[src/design/msic_pkg.sv]
`default_nettype none

package msic_pkg;

  // Capacity of the element store
  localparam int MAX_ELEMENTS = 64;
  localparam int IDX_W        = $clog2(MAX_ELEMENTS);
  // Counts and indexes that must hold MAX_ELEMENTS itself
  localparam int CNT_W        = $clog2(MAX_ELEMENTS + 1);
  // Run width doubles past the count on the last pass
  localparam int WID_W        = CNT_W + 1;
  // Segment bound sums: base + 2 * width
  localparam int SUM_W        = CNT_W + 2;

  localparam int DATA_W       = 32;
  localparam int INV_W        = 11;
  localparam logic [INV_W-1:0] INV_MAX = '1;
  // Largest reachable inversion count: n * (n - 1) / 2
  localparam int INV_BOUND    = MAX_ELEMENTS * (MAX_ELEMENTS - 1) / 2;

  typedef enum logic [1:0] {
    ST_LOAD,
    ST_INIT,
    ST_MERGE,
    ST_EMIT
  } msic_state_t;

  // Controller to datapath
  typedef struct packed {
    logic load;
    logic init;
    logic step;
    logic start_emit;
    logic emit;
    logic clear;
  } msic_cmd_t;

  // Datapath to controller
  typedef struct packed {
    logic set_end;
    logic sort_done;
    logic emit_final;
  } msic_stat_t;

endpackage

`default_nettype wire

[src/design/msic_ctrl.sv]
`default_nettype none

module msic_ctrl import msic_pkg::*; (
  input  logic       clk,
  input  logic       rst_n,
  input  msic_stat_t stat,
  output msic_cmd_t  cmd
);

  msic_state_t st_r, st_nxt;

  // State register
  always_ff @(posedge clk) begin
    if (!rst_n) begin
      st_r <= ST_LOAD;
    end else begin
      st_r <= st_nxt;
    end
  end

  // Next state
  always_comb begin
    st_nxt = st_r;
    case (st_r)
      ST_LOAD:  if (stat.set_end) st_nxt = ST_INIT;
      ST_INIT:  st_nxt = ST_MERGE;
      ST_MERGE: if (stat.sort_done) st_nxt = ST_EMIT;
      ST_EMIT:  if (stat.emit_final) st_nxt = ST_LOAD;
      default:  st_nxt = ST_LOAD;
    endcase
  end

  // Commands
  always_comb begin
    cmd = '0;
    case (st_r)
      ST_LOAD:  cmd.load = 1'b1;
      ST_INIT:  cmd.init = 1'b1;
      ST_MERGE: begin
        cmd.start_emit = stat.sort_done;
        cmd.step       = !stat.sort_done;
      end
      ST_EMIT: begin
        cmd.emit  = 1'b1;
        cmd.clear = stat.emit_final;
      end
      default:  cmd = '0;
    endcase
  end

endmodule

`default_nettype wire

[config.mk]
export PLATFORM = sky130hd
export DESIGN_NAME = msic_ctrl
export DESIGN_NICKNAME = d
export VERILOG_FILES = /design/src/design/msic_pkg.sv /design/src/design/msic_ctrl.sv
export SDC_FILE = /design/constraint.sdc
export NUM_CORES = 1
export LEC_CHECK = 0
export ABC_AREA = 1
export BUFFER_PORTS_ARGS = -buffer_cell sky130_fd_sc_hd__buf_2
export CORE_AREA = 2 2 39 41
export DETAILED_ROUTE_END_ITERATION = 10
export DIE_AREA = 0 0 41 43
export PLACE_DENSITY = 0.47
export SLEW_MARGIN = 20
export SYNTH_ARGS = -nofsm -noshare
export SYNTH_HDL_FRONTEND = slang
export SYNTH_SLANG_ARGS = --single-unit
[constraint.sdc]
create_clock -name clk -period 1.95 [get_ports clk]
set_input_delay 0 -clock clk [delete_from_list [all_inputs] [get_ports clk]]
set_output_delay 0 -clock clk [all_outputs]
set_load 0.02 [all_outputs]
==> flow_summary.json, run 1 <==
{
  "ctsResizeCount": 0,
  "synthCells": 30,
  "clkPwrFrac_pct": 17.0,
  "intPower_mw": 0.302,
  "area_delta_synth_final_pct": 38.9,
  "clk_path_buf_depth": 2,
  "crit_fanout": 4,
  "io_pins": 11,
  "drc": 0,
  "max_stage_delay_ps": 340,
  "setup_viol": 0,
  "cts_setup_buffers": 0,
  "syn_avg_cell_area_um2": 7.92,
  "worst_pin_slew_ps": 120,
  "syn_area_um2": 238,
  "grt_max_degree": 5,
  "cts_tree": "yes",
  "place_congestion": 0.610,
  "synth_seq_cells": 2,
  "fin_nets": 55,
  "start_kind": "flip-flop",
  "period_minus_slack_ps": 1260,
  "start_util_pct": 17.2,
  "rsz0062_at_grt": "no",
  "cap_violations": 0,
  "power.density_nw_per_um2": 1570,
  "path_buf_inv": 3,
  "hold_class": "in2reg",
  "p_switching_mw": 0.217,
  "hold_buffers": 0,
  "worstPathArrival_ps": 1260,
  "drive_gt1_share_pct": 41.9,
  "gr-total-overflow": 0,
  "setup.worst_path.end_class": "primary output",
  "critPathKind": "reg2out",
  "cp_slowest_cell": "dfxtp_1",
  "tns_ps": 0,
  "hold-worst-slack_ps": 12.3,
  "post-route-util_pct": 23.9,
  "finalCritPeriodShare_pct": 64.5,
  "die_area_um2": 1760,
  "final_area_um2": 330,
  "fp-row-count": 14,
  "largestRegisters": "st_r x2",
  "num_antenna_cells": 0,
  "grt_pass1_vias": 155,
  "total_leakage_power_nw": 0.217,
  "fmax_ghz": 0.795,
  "largest_register_ff_count": 2,
  "drt_iter0_drc": 3,
  "n_fill_cell": 161,
  "required_ps": 1950,
  "yosysSeqAreaShare_pct": 16.8,
  "cts.sinks": 2,
  "status": "complete, no violations",
  "placed_cell_area_um2": 308,
  "clock_skew_ps": 0.718,
  "clkTransAtPathRegs_ps": 30,
  "p_sw_share_pct": 41.8,
  "top_register": "st_r",
  "viasPerCell": 3.15,
  "route.detailed.wl_per_inst_um": 6.25,
  "combPwrFrac_pct": 67.8,
  "die_x_um": 41,
  "maxSlewHeadroom_pct": 92.0,
  "synth_nets": 40,
  "finalHoldViolCount": 0,
  "path_delay_family": "buffers and inverters",
  "hpwlAfterDp_um": 311,
  "finalMaxSlewViolations": 0,
  "worstSkewPairLatency_ps": 220,
  "ys_types": 9,
  "drt_first_pass_iters": 4,
  "wl_um": 369,
  "root_buffer": "clkbuf_4",
  "core_um2": 1380,
  "cts_buffers": 3,
  "grtUsageTotal_pct": 4.71,
  "vias": 186,
  "seq_power_share_pct": 15.2,
  "htreeDepth": 1,
  "ys_warn_count": 0,
  "ant_nets": 0,
  "crit_path_cell_trace": "bufinv_8 > ha_1 > nand2_2 > inv_1 > buf_2",
  "port_buffers": 10,
  "grt_first_pass_wirelength_um": 510,
  "die_h_um": 43,
  "antenna_found_initial": 0,
  "vdd_drop_max_mv": 0.440
}
layout by cell type, fill, tap and decap left out, drive strengths merged:
cell    netlist  final
buf           0     10
nand2         9      9
inv           6      6
ha            5      5
nor2          4      4
clkbuf        0      3
bufinv        2      2
dfxtp         2      2
or2           1      1
nand3         1      1
worst reg2reg max path, delay by kind of cell (launching register included):
family,cells,cell delay [ps]
flip-flops,1,340
AND/OR/NAND/NOR,3,370
buffers and inverters,1,190
adder cells (fa/ha/maj),1,220
path summary, 6_finish.rpt:
| check | start | endpoint | slack [ps] | depth (start not counted) |
|---|---|---|---|---|
| setup / recovery | st_r[0]$_SDFFE_PN0P_ | cmd[3] | 690 | 5 |
| hold / removal | rst_n | st_r[0]$_SDFFE_PN0P_ | 10 | 3 |
| setup reg to reg | st_r[0]$_SDFFE_PN0P_ | st_r[0]$_SDFFE_PN0P_ | 720 | 5 |
| hold reg to reg | st_r[0]$_SDFFE_PN0P_ | st_r[0]$_SDFFE_PN0P_ | 680 | 4 |
metrics by stage:
step                      power, mW  cells  worst slack (ps)
final                         0.519     59               692
after global routing          0.566     59               618
after CTS                     0.531     59               669
after detailed placement      0.435     56               703
after global placement        0.437     56               706
after floorplan               0.371     30               706
logic make-up (layout without fill, tap and decap cells):
kind of cell / after synthesis / in the layout / share of synthesized area (%)
adder cells (fa/ha/maj): 5 / 5 / 26.3
buffers and inverters: 8 / 21 / 24.2
flip-flops: 2 / 2 / 16.8
AND/OR/NAND/NOR: 15 / 15 / 32.6
cells in the mapped netlist, drive strengths merged:
| cell type | count | area [µm²] |
|---|---|---|
| nand2 | 9 | 38.8 |
| inv | 6 | 22.5 |
| ha | 5 | 62.6 |
| nor2 | 4 | 15.0 |
| bufinv | 2 | 35.0 |
| dfxtp | 2 | 40.0 |
| nand3 | 1 | 17.5 |
| or2 | 1 | 6.26 |
power groups by stage:
| stage | logic (mW) | registers (mW) | clock network, mW |
|---|---|---|---|
| final | 0.351 | 0.0789 | 0.0884 |
| after global routing | 0.389 | 0.0808 | 0.0965 |
| after CTS | 0.355 | 0.0797 | 0.0954 |
| after detailed placement | 0.355 | 0.0803 | 0 |
| after global placement | 0.357 | 0.0805 | 0 |
| after floorplan | 0.294 | 0.0762 | 0 |
cell type report:
cell class                 count  area (µm²)  share of cell area [%]
clock buffer                   3        22.5                    6.82
timing repair buffer          10        50.0                    15.2
tap                           16        20.0                    6.06
sequential                     2        40.0                    12.1
inverter                       8        57.6                    17.4
multi-input combinational     20         140                    42.4
per-layer routing:
metal	vias up	share of wire, %	track usage, %	routed length (µm)
met5	-	0	0	0
met4	0	0	6.00	0
met3	0	11	1.57	39
met2	7	41	5.94	152
met1	69	48	5.11	177
li1	110	-	-	-
No activity file was read; power rests on OpenSTA's default activity.
==> inputs of run 2 (changes only) <==
clock period = 1.3 ns   (was 1.95 ns; I/O delays follow)
==> run 2 against run 1 <==
Against the previous run:
- sequential power increased by 50%
- hold slack improved by 3.9 ps
- flip-flop and latch count unchanged
- clock skew up 2.2 ps
- die area unchanged
- register-to-register slack got worse by 600 ps
- final cell count grew 1.7%
- critical path depth unchanged
- largest cell class unchanged
- largest power group unchanged
==> flow_summary.json, run 2 (synthesis gave the netlist of run 1 again) <==
{
  "post-route-util_pct": 24.7,
  "total_leakage_power_nw": 0.221,
  "finalMaxSlewViolations": 0,
  "drive_gt1_share_pct": 47.7,
  "wl_met3_um": 27,
  "final_common_cell": "buf_2",
  "io_pins": 11,
  "seq_area_um2": 41.3,
  "antenna_found_initial": 0,
  "finalCritPeriodShare_pct": 91.2,
  "setup.worst_path.end_class": "primary output",
  "intPower_mw": 0.474,
  "die_h_um": 43,
  "routed.top_layer": "met3",
  "crit_fanout": 4,
  "ant_nets": 0,
  "drc": 0,
  "core_um2": 1380,
  "setup_viol": 0,
  "gr-total-overflow": 0,
  "critPathLaunch": "st_r[0]$_SDFFE_PN0P_",
  "final_cell_count_no_fill": 60,
  "top_register": "st_r",
  "rsz0062_at_grt": "no",
  "hold_class": "in2reg",
  "route.detailed.wl_per_inst_um": 6.38,
  "period_minus_slack_ps": 1190,
  "largestRegisters": "st_r x2",
  "finalHoldViolCount": 0,
  "viasPerCell": 3.35,
  "reg2reg_setup_slack_ps": 120,
  "wl_um": 383,
  "worst_pin_slew_ps": 114,
  "worstSkewPairLatency_ps": 220,
  "worstRegToRegCells": 5,
  "required_ps": 1300,
  "status": "complete, no violations",
  "htreeDepth": 1,
  "drt_first_pass_iters": 2,
  "crit_end": "cmd[3]",
  "cap_violations": 0,
  "num_antenna_cells": 0,
  "r2r_end": "st_r[0]$_SDFFE_PN0P_",
  "hold_buffers": 0,
  "fin_nets": 56,
  "p_sw_share_pct": 41.0,
  "vias": 201,
  "multiInputGateArea_um2": 143,
  "p_switching_mw": 0.329,
  "power.density_nw_per_um2": 2350,
  "grt_max_degree": 5,
  "grt_pass1_vias": 144,
  "cts_tree": "yes",
  "dp_cells": 57,
  "cts.sinks": 2,
  "root_buffer": "clkbuf_4",
  "vdd_drop_max_mv": 0.685,
  "port_buffers": 10,
  "layout_common_cells": "10 x buf_2, 7 x nand2_1, 6 x inv_1",
  "tns_ps": 0,
  "area_delta_synth_final_pct": 43.7,
  "seq_power_share_pct": 14.6,
  "hold-worst-slack_ps": 16.2,
  "cts_setup_buffers": 0,
  "hpwlAfterDp_um": 340,
  "start_util_pct": 17.2,
  "clkPwrFrac_pct": 16.5,
  "place_congestion": 0.671,
  "n_fill_cell": 167,
  "worstPathArrival_ps": 1190,
  "fmax_ghz": 0.843,
  "largest_register_ff_count": 2,
  "wl_met1_um": 197,
  "grtUsageTotal_pct": 4.41,
  "clk_path_buf_depth": 2,
  "die_area_um2": 1760,
  "combPwrFrac_pct": 68.9,
  "clock_skew_ps": 2.90,
  "maxSlewHeadroom_pct": 92.4,
  "reg2reg_from": "st_r[0]$_SDFFE_PN0P_",
  "die_x_um": 41,
  "critPathKind": "reg2out",
  "fp-row-count": 14,
  "start_kind": "flip-flop",
  "wl_met2_um": 159,
  "clkTransAtPathRegs_ps": 30,
  "grt_first_pass_wirelength_um": 538,
  "cts_buffers": 3,
  "drt_iter0_drc": 1
}
## run 2: cell count changes in the layout (fill, tap and decap cells not counted)
| cell | before | now |
|---|---|---|
| buf_4 | 0 | 1 |
| dfxtp_1 | 2 | 1 |
| dfxtp_2 | 0 | 1 |
| ha_1 | 5 | 4 |
| ha_2 | 0 | 1 |
## run 2: repair_timing
| item | 4_1_cts | 5_1_grt |
|---|---|---|
| gates resized for setup | 1 | 1 |
| gates cloned | 0 | 0 |
| endpoints found under the setup margin | 1 | 1 |
| pin swaps | 0 | 1 |
## run 2: metrics by stage
stage,power [mW],cell area [µm²],setup slack [ps]
5_1_grt,0.886,342,30.3
2_1_floorplan,0.556,238,55.9
3_3_place_gp,0.674,315,35.4
3_5_place_dp,0.680,315,37.7
4_1_cts,0.824,339,39.6
6_report,0.804,342,114
## run 2: power by group through the flow
stage	clock (mW)	combinational, mW	sequential, mW
3_3_place_gp	0	0.556	0.117
6_report	0.133	0.553	0.118
2_1_floorplan	0	0.442	0.114
4_1_cts	0.140	0.564	0.120
3_5_place_dp	0	0.563	0.117
5_1_grt	0.143	0.619	0.124
## run 2: area by class of cell
type / instances / share of cell area, %
Sequential cell: 2 / 12.1
Clock buffer: 3 / 6.59
Multi-Input combinational cell: 20 / 41.8
Timing Repair Buffer: 11 / 16.8
Tap cell: 16 / 5.86
Inverter: 8 / 16.8
## run 2: critical path: stages, from the launching register on
cell and delay [ps]:
dfxtp_2 330, bufinv_8 180, ha_2 190, nand2_2 80
inv_1 40, buf_2 150
## run 2: worst min path at each step
stage,slack [ps],depth (start not counted),to,from
global placement,250,3,st_r[0]$_SDFFE_PN0P_,rst_n
finish,20,3,st_r[0]$_SDFFE_PN0P_,rst_n
floorplan,120,2,st_r[1]$_SDFFE_PN0P_,rst_n
detailed placement,250,3,st_r[0]$_SDFFE_PN0P_,rst_n
global route,40,3,st_r[0]$_SDFFE_PN0P_,rst_n
CTS,10,3,st_r[0]$_SDFFE_PN0P_,rst_n
## run 2: routing by layer
layer / global-route usage (%) / up-vias
met1: 6.39 / 79
met5: 0 / -
met2: 5.63 / 7
li1: - / 115
met4: 2.00 / 0
met3: 1.57 / 0
